$ cat config.mk
export PLATFORM = sky130hd
export DESIGN_NAME = sorted_priority_queue_flat
export DESIGN_NICKNAME = d
export VERILOG_FILES = /design/src/hw/rtl/spq_pkg.sv /design/src/hw/rtl/spq_req_if.sv /design/src/hw/rtl/spq_rsp_if.sv /design/src/hw/rtl/sorted_priority_queue.sv /design/src/hw/rtl/spq_cell.sv /design/src/flat_wrapper.sv
export SDC_FILE = /design/constraint.sdc
export NUM_CORES = 2
export LEC_CHECK = 0
export ABC_AREA = 1
export BUFFER_PORTS_ARGS = -buffer_cell sky130_fd_sc_hd__buf_2
export CAP_MARGIN = 25
export CORE_MARGIN = 2
export CORE_UTILIZATION = 45
export CTS_BUF_LIST = sky130_fd_sc_hd__clkbuf_2 sky130_fd_sc_hd__clkbuf_4 sky130_fd_sc_hd__clkbuf_8
export DETAILED_ROUTE_END_ITERATION = 6
export GPL_ROUTABILITY_DRIVEN = 0
export PLACE_DENSITY = 0.64
export SLEW_MARGIN = 40
export SYNTH_ARGS = -nofsm -noshare
export SYNTH_HDL_FRONTEND = slang
export SYNTH_HIERARCHICAL = 1
export SYNTH_SLANG_ARGS = --single-unit
$ cat constraint.sdc
create_clock -name clk -period 16.5 [get_ports clk]
set_clock_uncertainty 0.1 [all_clocks]
set_input_delay 1.65 -clock clk [delete_from_list [all_inputs] [get_ports clk]]
set_output_delay 1.65 -clock clk [all_outputs]
set_load 0.02 [all_outputs]
$ cat src/hw/rtl/spq_pkg.sv
package spq_pkg;

    localparam int OPCODE_W = 2;
    localparam int STATUS_W = 2;
    localparam int VALUE_W  = 32;

    typedef enum logic [OPCODE_W-1:0] {
        OP_INSERT = 2'd0,
        OP_DELETE = 2'd1,
        OP_READ   = 2'd2
    } opcode_t;

    typedef enum logic [STATUS_W-1:0] {
        ST_OK       = 2'd0,
        ST_EMPTY    = 2'd1,
        ST_NOTFOUND = 2'd2,
        ST_FULL     = 2'd3
    } status_t;

    // what every cell of the chain does in a cycle
    typedef enum logic [1:0] {
        CELL_HOLD,
        CELL_INSERT,
        CELL_DELETE,
        CELL_ROTATE
    } cell_op_t;

    typedef struct packed {
        cell_op_t                   op;
        logic signed [VALUE_W-1:0]  key;
    } cell_cmd_t;

    typedef struct packed {
        logic le;   // held and value <= key
        logic lt;   // held and value < key
        logic eq;   // held and value == key
    } cell_flags_t;

    typedef enum logic {
        FSM_IDLE,
        FSM_READ
    } fsm_state_t;

endpackage

$ cat src/hw/rtl/spq_req_if.sv
interface spq_req_if;
    logic                valid;
    logic                ready;
    logic [1:0]          opcode;
    logic signed [31:0]  value;

    modport source (output valid, output opcode, output value, input ready);
    modport sink (input valid, input opcode, input value, output ready);
endinterface

$ cat src/hw/rtl/spq_rsp_if.sv
interface spq_rsp_if;
    logic                valid;
    logic                ready;
    logic [1:0]          status;
    logic signed [31:0]  value_out;
    logic                last;

    modport source (output valid, output status, output value_out, output last, input ready);
    modport sink (input valid, input status, input value_out, input last, output ready);
endinterface

$ cat src/hw/rtl/sorted_priority_queue.sv
// Sorted priority queue: holds up to DEPTH signed 32-bit values in ascending
// order in a chain of cells, one value per cell. Every cell compares its value
// with the transaction's value at the same time, so an insert (placed after any
// equal values) or a delete (first equal value) is done in the cycle it is taken,
// and the next request transaction can be taken as soon as the output register is
// free. A read-out produces one response transaction per held entry, one per cycle
// while responses are taken, as the chain rotates its occupied cells towards cell
// 0; no request is taken until its last response has been registered. Responses
// leave through an output register; a new request is taken in the cycle the
// waiting response is taken.
// Full inserts, empty deletes and unmatched deletes leave the contents unchanged
// and report status 3, 1 and 2. Opcode 3 is taken and ignored, with no response.
// No clearing pass after reset: only the control state, fill count, read index and response valid are cleared.
module sorted_priority_queue
    import spq_pkg::*;
#(
    parameter int DEPTH = 16
)
(
    input  logic      clk,
    input  logic      rst_n,
    spq_req_if.sink   req,
    spq_rsp_if.source rsp
);

    localparam int CNT_W = $clog2(DEPTH + 1);

    // control state
    fsm_state_t              state_reg;
    fsm_state_t              state_next;
    logic [CNT_W-1:0]        count_reg;
    logic [CNT_W-1:0]        count_next;
    logic [CNT_W-1:0]        rd_idx_reg;
    logic [CNT_W-1:0]        rd_idx_next;

    // output register
    logic                    rsp_valid_reg;
    logic                    rsp_valid_next;
    status_t                 rsp_status_reg;
    status_t                 rsp_status_next;
    logic signed [VALUE_W-1:0] rsp_value_reg;
    logic signed [VALUE_W-1:0] rsp_value_next;
    logic                    rsp_last_reg;
    logic                    rsp_last_next;

    // cell chain
    cell_cmd_t               cmd;
    logic signed [VALUE_W-1:0] cell_value [DEPTH];
    cell_flags_t             cell_flags [DEPTH];
    logic [DEPTH-1:0]        occ;
    logic [DEPTH-1:0]        tail;
    logic [DEPTH-1:0]        le_vec;
    logic [DEPTH-1:0]        eq_vec;

    logic                    slot_free;
    logic                    req_fire;
    logic                    full;
    logic                    empty;
    logic                    found;
    logic                    rd_last;

    // output slot is free when empty or being drained this cycle
    assign slot_free = !rsp_valid_reg || rsp.ready;
    assign req.ready = (state_reg == FSM_IDLE) && slot_free;
    assign req_fire  = req.valid && req.ready;

    assign full    = (count_reg == CNT_W'(DEPTH));
    assign empty   = (count_reg == '0);
    assign found   = |eq_vec;
    assign rd_last = ((rd_idx_reg + 1'b1) == count_reg);

    assign rsp.valid     = rsp_valid_reg;
    assign rsp.status    = rsp_status_reg;
    assign rsp.value_out = rsp_value_reg;
    assign rsp.last      = rsp_last_reg;

    // the chain: each cell sees its neighbours and the head cell
    for (genvar g = 0; g < DEPTH; g++)
    begin : g_cell
        logic                       left_le;
        logic signed [VALUE_W-1:0]  left_value;
        logic signed [VALUE_W-1:0]  right_value;

        assign occ[g]    = (count_reg > CNT_W'(g));
        assign tail[g]   = (count_reg == CNT_W'(g + 1));
        assign le_vec[g] = cell_flags[g].le;
        assign eq_vec[g] = cell_flags[g].eq;

        if (g == 0)
        begin : g_first
            // insert slot is cell 0 unless cell 0 stays put
            assign left_le    = 1'b1;
            assign left_value = cell_value[0];
        end
        else
        begin : g_inner
            assign left_le    = le_vec[g-1];
            assign left_value = cell_value[g-1];
        end

        if (g == DEPTH - 1)
        begin : g_last
            assign right_value = cell_value[g];
        end
        else
        begin : g_body
            assign right_value = cell_value[g+1];
        end

        spq_cell u_cell (
            .clk         (clk),
            .cmd         (cmd),
            .occ         (occ[g]),
            .tail        (tail[g]),
            .left_le     (left_le),
            .left_value  (left_value),
            .right_value (right_value),
            .head_value  (cell_value[0]),
            .value       (cell_value[g]),
            .flags       (cell_flags[g])
        );
    end

    // next state
    always_comb
    begin
        state_next = state_reg;
        unique case (state_reg)
            FSM_IDLE:
            begin
                if (req_fire && (req.opcode == OP_READ) && !empty)
                begin
                    state_next = FSM_READ;
                end
            end
            FSM_READ:
            begin
                if (slot_free && rd_last)
                begin
                    state_next = FSM_IDLE;
                end
            end
        endcase
    end

    // datapath and outputs
    always_comb
    begin
        cmd.op          = CELL_HOLD;
        cmd.key         = req.value;
        count_next      = count_reg;
        rd_idx_next     = rd_idx_reg;
        rsp_valid_next  = rsp_valid_reg && !rsp.ready;
        rsp_status_next = rsp_status_reg;
        rsp_value_next  = rsp_value_reg;
        rsp_last_next   = rsp_last_reg;

        unique case (state_reg)
            FSM_IDLE:
            begin
                if (req_fire)
                begin
                    rsp_value_next = req.value;
                    rsp_last_next  = 1'b1;
                    rd_idx_next    = '0;
                    case (req.opcode)
                        OP_INSERT:
                        begin
                            rsp_valid_next = 1'b1;
                            if (full)
                            begin
                                rsp_status_next = ST_FULL;
                            end
                            else
                            begin
                                rsp_status_next = ST_OK;
                                cmd.op          = CELL_INSERT;
                                count_next      = count_reg + 1'b1;
                            end
                        end
                        OP_DELETE:
                        begin
                            rsp_valid_next = 1'b1;
                            if (empty)
                            begin
                                rsp_status_next = ST_EMPTY;
                            end
                            else if (!found)
                            begin
                                rsp_status_next = ST_NOTFOUND;
                            end
                            else
                            begin
                                rsp_status_next = ST_OK;
                                cmd.op          = CELL_DELETE;
                                count_next      = count_reg - 1'b1;
                            end
                        end
                        OP_READ:
                        begin
                            // non-empty read-out is streamed from the read state
                            if (empty)
                            begin
                                rsp_valid_next  = 1'b1;
                                rsp_status_next = ST_EMPTY;
                                rsp_value_next  = '0;
                            end
                        end
                        default:
                        begin
                            rsp_valid_next = rsp_valid_reg && !rsp.ready;
                        end
                    endcase
                end
            end
            FSM_READ:
            begin
                // head cell holds the next entry; rotate to bring up the one after
                if (slot_free)
                begin
                    rsp_valid_next  = 1'b1;
                    rsp_status_next = ST_OK;
                    rsp_value_next  = cell_value[0];
                    rsp_last_next   = rd_last;
                    cmd.op          = CELL_ROTATE;
                    rd_idx_next     = rd_idx_reg + 1'b1;
                end
            end
        endcase
    end

    always_ff @(posedge clk or negedge rst_n)
    begin
        if (!rst_n)
        begin
            state_reg     <= FSM_IDLE;
            count_reg     <= '0;
            rd_idx_reg    <= '0;
            rsp_valid_reg <= 1'b0;
        end
        else
        begin
            state_reg     <= state_next;
            count_reg     <= count_next;
            rd_idx_reg    <= rd_idx_next;
            rsp_valid_reg <= rsp_valid_next;
        end
    end

    always_ff @(posedge clk)
    begin
        rsp_status_reg <= rsp_status_next;
        rsp_value_reg  <= rsp_value_next;
        rsp_last_reg   <= rsp_last_next;
    end

    // fill count never passes the chain length
    a_count_bound: assert property (@(posedge clk) disable iff (!rst_n)
        count_reg <= CNT_W'(DEPTH))
        else $error("fill count beyond chain length");

    // a successful insert grows the fill count by exactly one
    a_insert_count: assert property (@(posedge clk) disable iff (!rst_n)
        (req_fire && (req.opcode == OP_INSERT) && !full)
        |=> (count_reg == $past(count_reg) + 1'b1))
        else $error("insert did not grow fill count");

    // the last read-out response returns the block to idle
    a_read_done: assert property (@(posedge clk) disable iff (!rst_n)
        ((state_reg == FSM_READ) && slot_free && rd_last)
        |=> (state_reg == FSM_IDLE) && rsp_last_reg && rsp_valid_reg)
        else $error("read-out did not finish on its last entry");

endmodule

$ cat src/hw/rtl/spq_cell.sv
module spq_cell
    import spq_pkg::*;
(
    input  logic                       clk,
    input  cell_cmd_t                  cmd,
    input  logic                       occ,
    input  logic                       tail,
    input  logic                       left_le,
    input  logic signed [VALUE_W-1:0]  left_value,
    input  logic signed [VALUE_W-1:0]  right_value,
    input  logic signed [VALUE_W-1:0]  head_value,
    output logic signed [VALUE_W-1:0]  value,
    output cell_flags_t                flags
);

    logic signed [VALUE_W-1:0] value_reg;
    logic signed [VALUE_W-1:0] value_next;

    assign value    = value_reg;
    assign flags.le = occ && (value_reg <= cmd.key);
    assign flags.lt = occ && (value_reg < cmd.key);
    assign flags.eq = occ && (value_reg == cmd.key);

    always_comb
    begin
        value_next = value_reg;
        unique case (cmd.op)
            CELL_HOLD:
            begin
                value_next = value_reg;
            end
            CELL_INSERT:
            begin
                // entries after the slot move right by one
                if (!flags.le)
                begin
                    value_next = left_le ? cmd.key : left_value;
                end
            end
            CELL_DELETE:
            begin
                // entries from the matched slot on move left by one
                if (!flags.lt)
                begin
                    value_next = right_value;
                end
            end
            CELL_ROTATE:
            begin
                value_next = tail ? head_value : right_value;
            end
        endcase
    end

    always_ff @(posedge clk)
    begin
        value_reg <= value_next;
    end

endmodule

$ cat src/flat_wrapper.sv
// flat-port wrapper written by rule: the top's interface ports become plain ports
module sorted_priority_queue_flat import spq_pkg::*;
#(
    parameter int DEPTH = 16
)
  (clk, rst_n, req_valid, req_opcode, req_value, req_ready, rsp_valid, rsp_status, rsp_value_out, rsp_last, rsp_ready);
  spq_req_if req_i ();
  spq_rsp_if rsp_i ();
  input  logic clk;
  input  logic rst_n;
  input wire logic [$bits(req_i.valid)-1:0] req_valid;
  input wire logic [$bits(req_i.opcode)-1:0] req_opcode;
  input wire logic [$bits(req_i.value)-1:0] req_value;
  output wire logic [$bits(req_i.ready)-1:0] req_ready;
  output wire logic [$bits(rsp_i.valid)-1:0] rsp_valid;
  output wire logic [$bits(rsp_i.status)-1:0] rsp_status;
  output wire logic [$bits(rsp_i.value_out)-1:0] rsp_value_out;
  output wire logic [$bits(rsp_i.last)-1:0] rsp_last;
  input wire logic [$bits(rsp_i.ready)-1:0] rsp_ready;
  assign req_i.valid = req_valid;
  assign req_i.opcode = req_opcode;
  assign req_i.value = req_value;
  assign req_ready = req_i.ready;
  assign rsp_valid = rsp_i.valid;
  assign rsp_status = rsp_i.status;
  assign rsp_value_out = rsp_i.value_out;
  assign rsp_last = rsp_i.last;
  assign rsp_i.ready = rsp_ready;
  sorted_priority_queue #(.DEPTH(DEPTH)) u_core (.clk(clk), .rst_n(rst_n), .req(req_i), .rsp(rsp_i));
endmodule
==> impl_metrics.csv <==
group,metric,value,unit
run_status,outcome,"finished with violations",
run_status,failed_checks,"design-rule violations",
clocking,cts_tree,"yes",
placement,hpwl,137.0,mm
floorplan,start_util,0.4532,
timing,hold_violations,0,
pwr,power.total,0.01144,W
clocking,clk_latency,790,ps
hold_path,hold_path_depth,2,
critical_path,crit_arrival,7820,ps
timing,setup_viol,0,
detailed_routing,dr.pass1.iters,7,
timing,timing.fmax,0.1341,GHz
final_layout,largest_register_ff_count,512,
critical_path,reg2reg_slack,9440,ps
critical_path,critPathLaunchType,"primary input",
grt,grt_pass1_wl,296.2,mm
final_layout,layout-drive-gt1-share,0.07761,
critical_path,crit_path_top_delay_cell,"buf_4",
synthesis,synthesis.area,50150,µm²
clocking,post-cts-setup-buffers,0,
timing,tightest_slew,960.6,ps
grt,global_route.usage.total,0.3478,
floorplan,dieArea,114100,µm²
critical_path,crit_top_cell,"nand2_1",
synthesis,synth.avg_cell_area,7.353,µm²
clocking,hold_buffers,0,
final_layout,area_growth,7.619,%
clocking,cts_buffer_depth,3,
final_layout,final_cells,8319,
timing,maxSlewHeadroom,0.3596,
floorplan,die_width,337.8,µm
critical_path,cp_num_buf_inv,7,
critical_path,max_stage_delay,750,ps
synthesis,synthCells,6820,
floorplan,rows,122,
critical_path,path_cells,"buf_2 -> inv_1 -> ha_1 -> nand2_1 -> nor2_2 -> nand2_2 -> nor4_4 -> and3_1 -> nor2_1 -> nand2_1 -> nor2_1 -> nand2_1 -> nand3_1 -> o21ai_4 -> buf_4 -> buf_12 -> inv_2 -> nand2_1 -> nand2_1 -> inv_1 -> buf_4",
synthesis,ys_warn_count,6,
detailed_routing,post_drt_wl_per_cell,24.48,µm
clocking,htree_levels,3,
floorplan,coreArea,110700,µm²
critical_path,worstRegToRegCells,22,
placement,dp.cells,8129,
pwr,comb_power_share,0.527,
timing,maxSlewViolCount,0,
detailed_routing,wl,203.7,mm
pwr,intPower,0.005425,W
critical_path,r2r_end,"u_core/g_cell[11].u_cell/value[13]",
grt,grt_antenna_before_repair,6,
clocking,clock-sinks,559,
critical_path,endpoint_kind,"flop",
hold_path,min_from,"u_core/rd_idx_reg[1]",
pwr,sw_frac_of_total,0.5258,
critical_path,worstPathRequired,16860,ps
placement,place_area,51890,µm²
clocking,root_buffer,"clkbuf_8",
detailed_routing,first_iter_violations,7538,
pwr,clkPwrFrac,0.123,
detailed_routing,vias_per_cell,6.172,
grt,grt_max_degree,131,
pwr,vdd_drop_max,0.1118,mV
pwr,p_leak,23.92,nW
synthesis,syn_nets,7381,
grt,grt_pass1_vias,45273,
hold_path,hold_path.class,"flop to flop",
final_layout,nNetsFinal,7311,
pwr,p_switching,0.006014,W
pwr,p_seq_frac,0.351,
clocking,cts_resized,0,
timing,rsz0062_at_grt,"no",
hold_path,hold_end,"u_core/rd_idx_reg[1]",
floorplan,io_pins,75,
final_layout,final_area,53970,µm²
grt,grt_overflow_total,0,
critical_path,crit_family,"buffers and inverters",
clocking,clk_pin_slew_worst_paths,60,ps
run,maxCapViolations,0,
placement,io_buffer_count,74,
critical_path,crit_fanout,129,
timing,fin_crit_sh,0.4519,
critical_path,path_class,"primary input to flop",
pwr,p_per_area,211.9,nW/µm²
critical_path,reg2reg_from,"u_core/count_reg[1]",
detailed_routing,vias,51344,
timing,min_period,7457,ps
placement,place_worst_setup_slack,8566,ps
detailed_routing,ant_nets,0,
timing,tns,0,ps
clocking,cts_buffers,106,
floorplan,die_h,337.8,µm
detailed_routing,drc,14,
timing,setup_ws,9043,ps
==> tightest hold or removal path, delay by kind of cell (launching register included) <==
kind	cells	cell delay, ps
AO/OA/AOI/OAI	1	60
flip-flops	1	400
AND/OR/NAND/NOR	1	70
==> worst max path at each step <==
stage	start	endpoint	slack, ps	depth (start not counted)
3_3_place_gp	req_value[18]	u_core/g_cell[10].u_cell/value[4]	8560	18
4_1_cts	req_value[19]	u_core/g_cell[11].u_cell/value[13]	9400	19
5_1_grt	req_value[31]	u_core/g_cell[6].u_cell/value[18]	8990	21
6_report	req_value[31]	u_core/g_cell[11].u_cell/value[13]	9040	21
3_5_place_dp	req_value[19]	u_core/g_cell[11].u_cell/value[4]	8570	19
2_1_floorplan	req_value[31]	u_core/g_cell[8].u_cell/value[0]	7280	19
==> power groups by stage <==
stage | Clock [W] | Sequential [W] | Combinational (W)
floorplan | 0 | 0.00353 | 0.00389
global placement | 0 | 0.00394 | 0.00564
detailed placement | 0 | 0.00396 | 0.00580
CTS | 0.00141 | 0.00394 | 0.00582
global route | 0.00147 | 0.00405 | 0.00658
finish | 0.00140 | 0.00401 | 0.00603
==> cell type report <==
class                           instances  area, µm²
Clock buffer                          142       1742
Antenna cell                            2      5.005
Multi-Input combinational cell       5055      28990
Sequential cell                       559      16730
Timing Repair Buffer                  158       1087
Clock inverter                         45      287.8
Fill cell                           10823      56700
Inverter                              870       3276
Tap cell                             1488       1862
==> layer usage <==
layer  vias to the layer above  wire length [µm]  track usage
met1                     23998             83840       0.5013
met5                         -                52            0
met2                      3355             78870       0.4673
met3                       519             27620      0.08266
li1                      23464                 -            -
met4                         8             13280       0.2043
==> cells in the final DEF, fill, tap and decap left out, types with 16 or more instances in the layout <==
cell type,count
nand2_1,1482
inv_1,770
o21ai_0,675
a21oi_1,660
edfxtp_1,547
ha_1,523
nor2_1,497
o211ai_1,495
nand3_1,238
o21ai_1,190
clkbuf_8,108
buf_4,86
inv_2,83
buf_2,67
nand4_1,47
clkinv_1,39
nor2_2,37
clkbuf_4,34
o21a_1,32
nor3_1,21
nand2_2,18
nand2_4,17
o221ai_1,17
mux2i_1,16
a21o_1,16
nand3_2,16
==> stage by stage <==
stage | hold slack (ps) | utilization
floorplan | 400.4 | -
global placement | 433.2 | 0.4675
detailed placement | 441.6 | 0.4689
CTS | 455.3 | 0.4872
global route | 487.6 | 0.4877
finish | 460.6 | 0.4877
(Power assumes the default switching activity.)
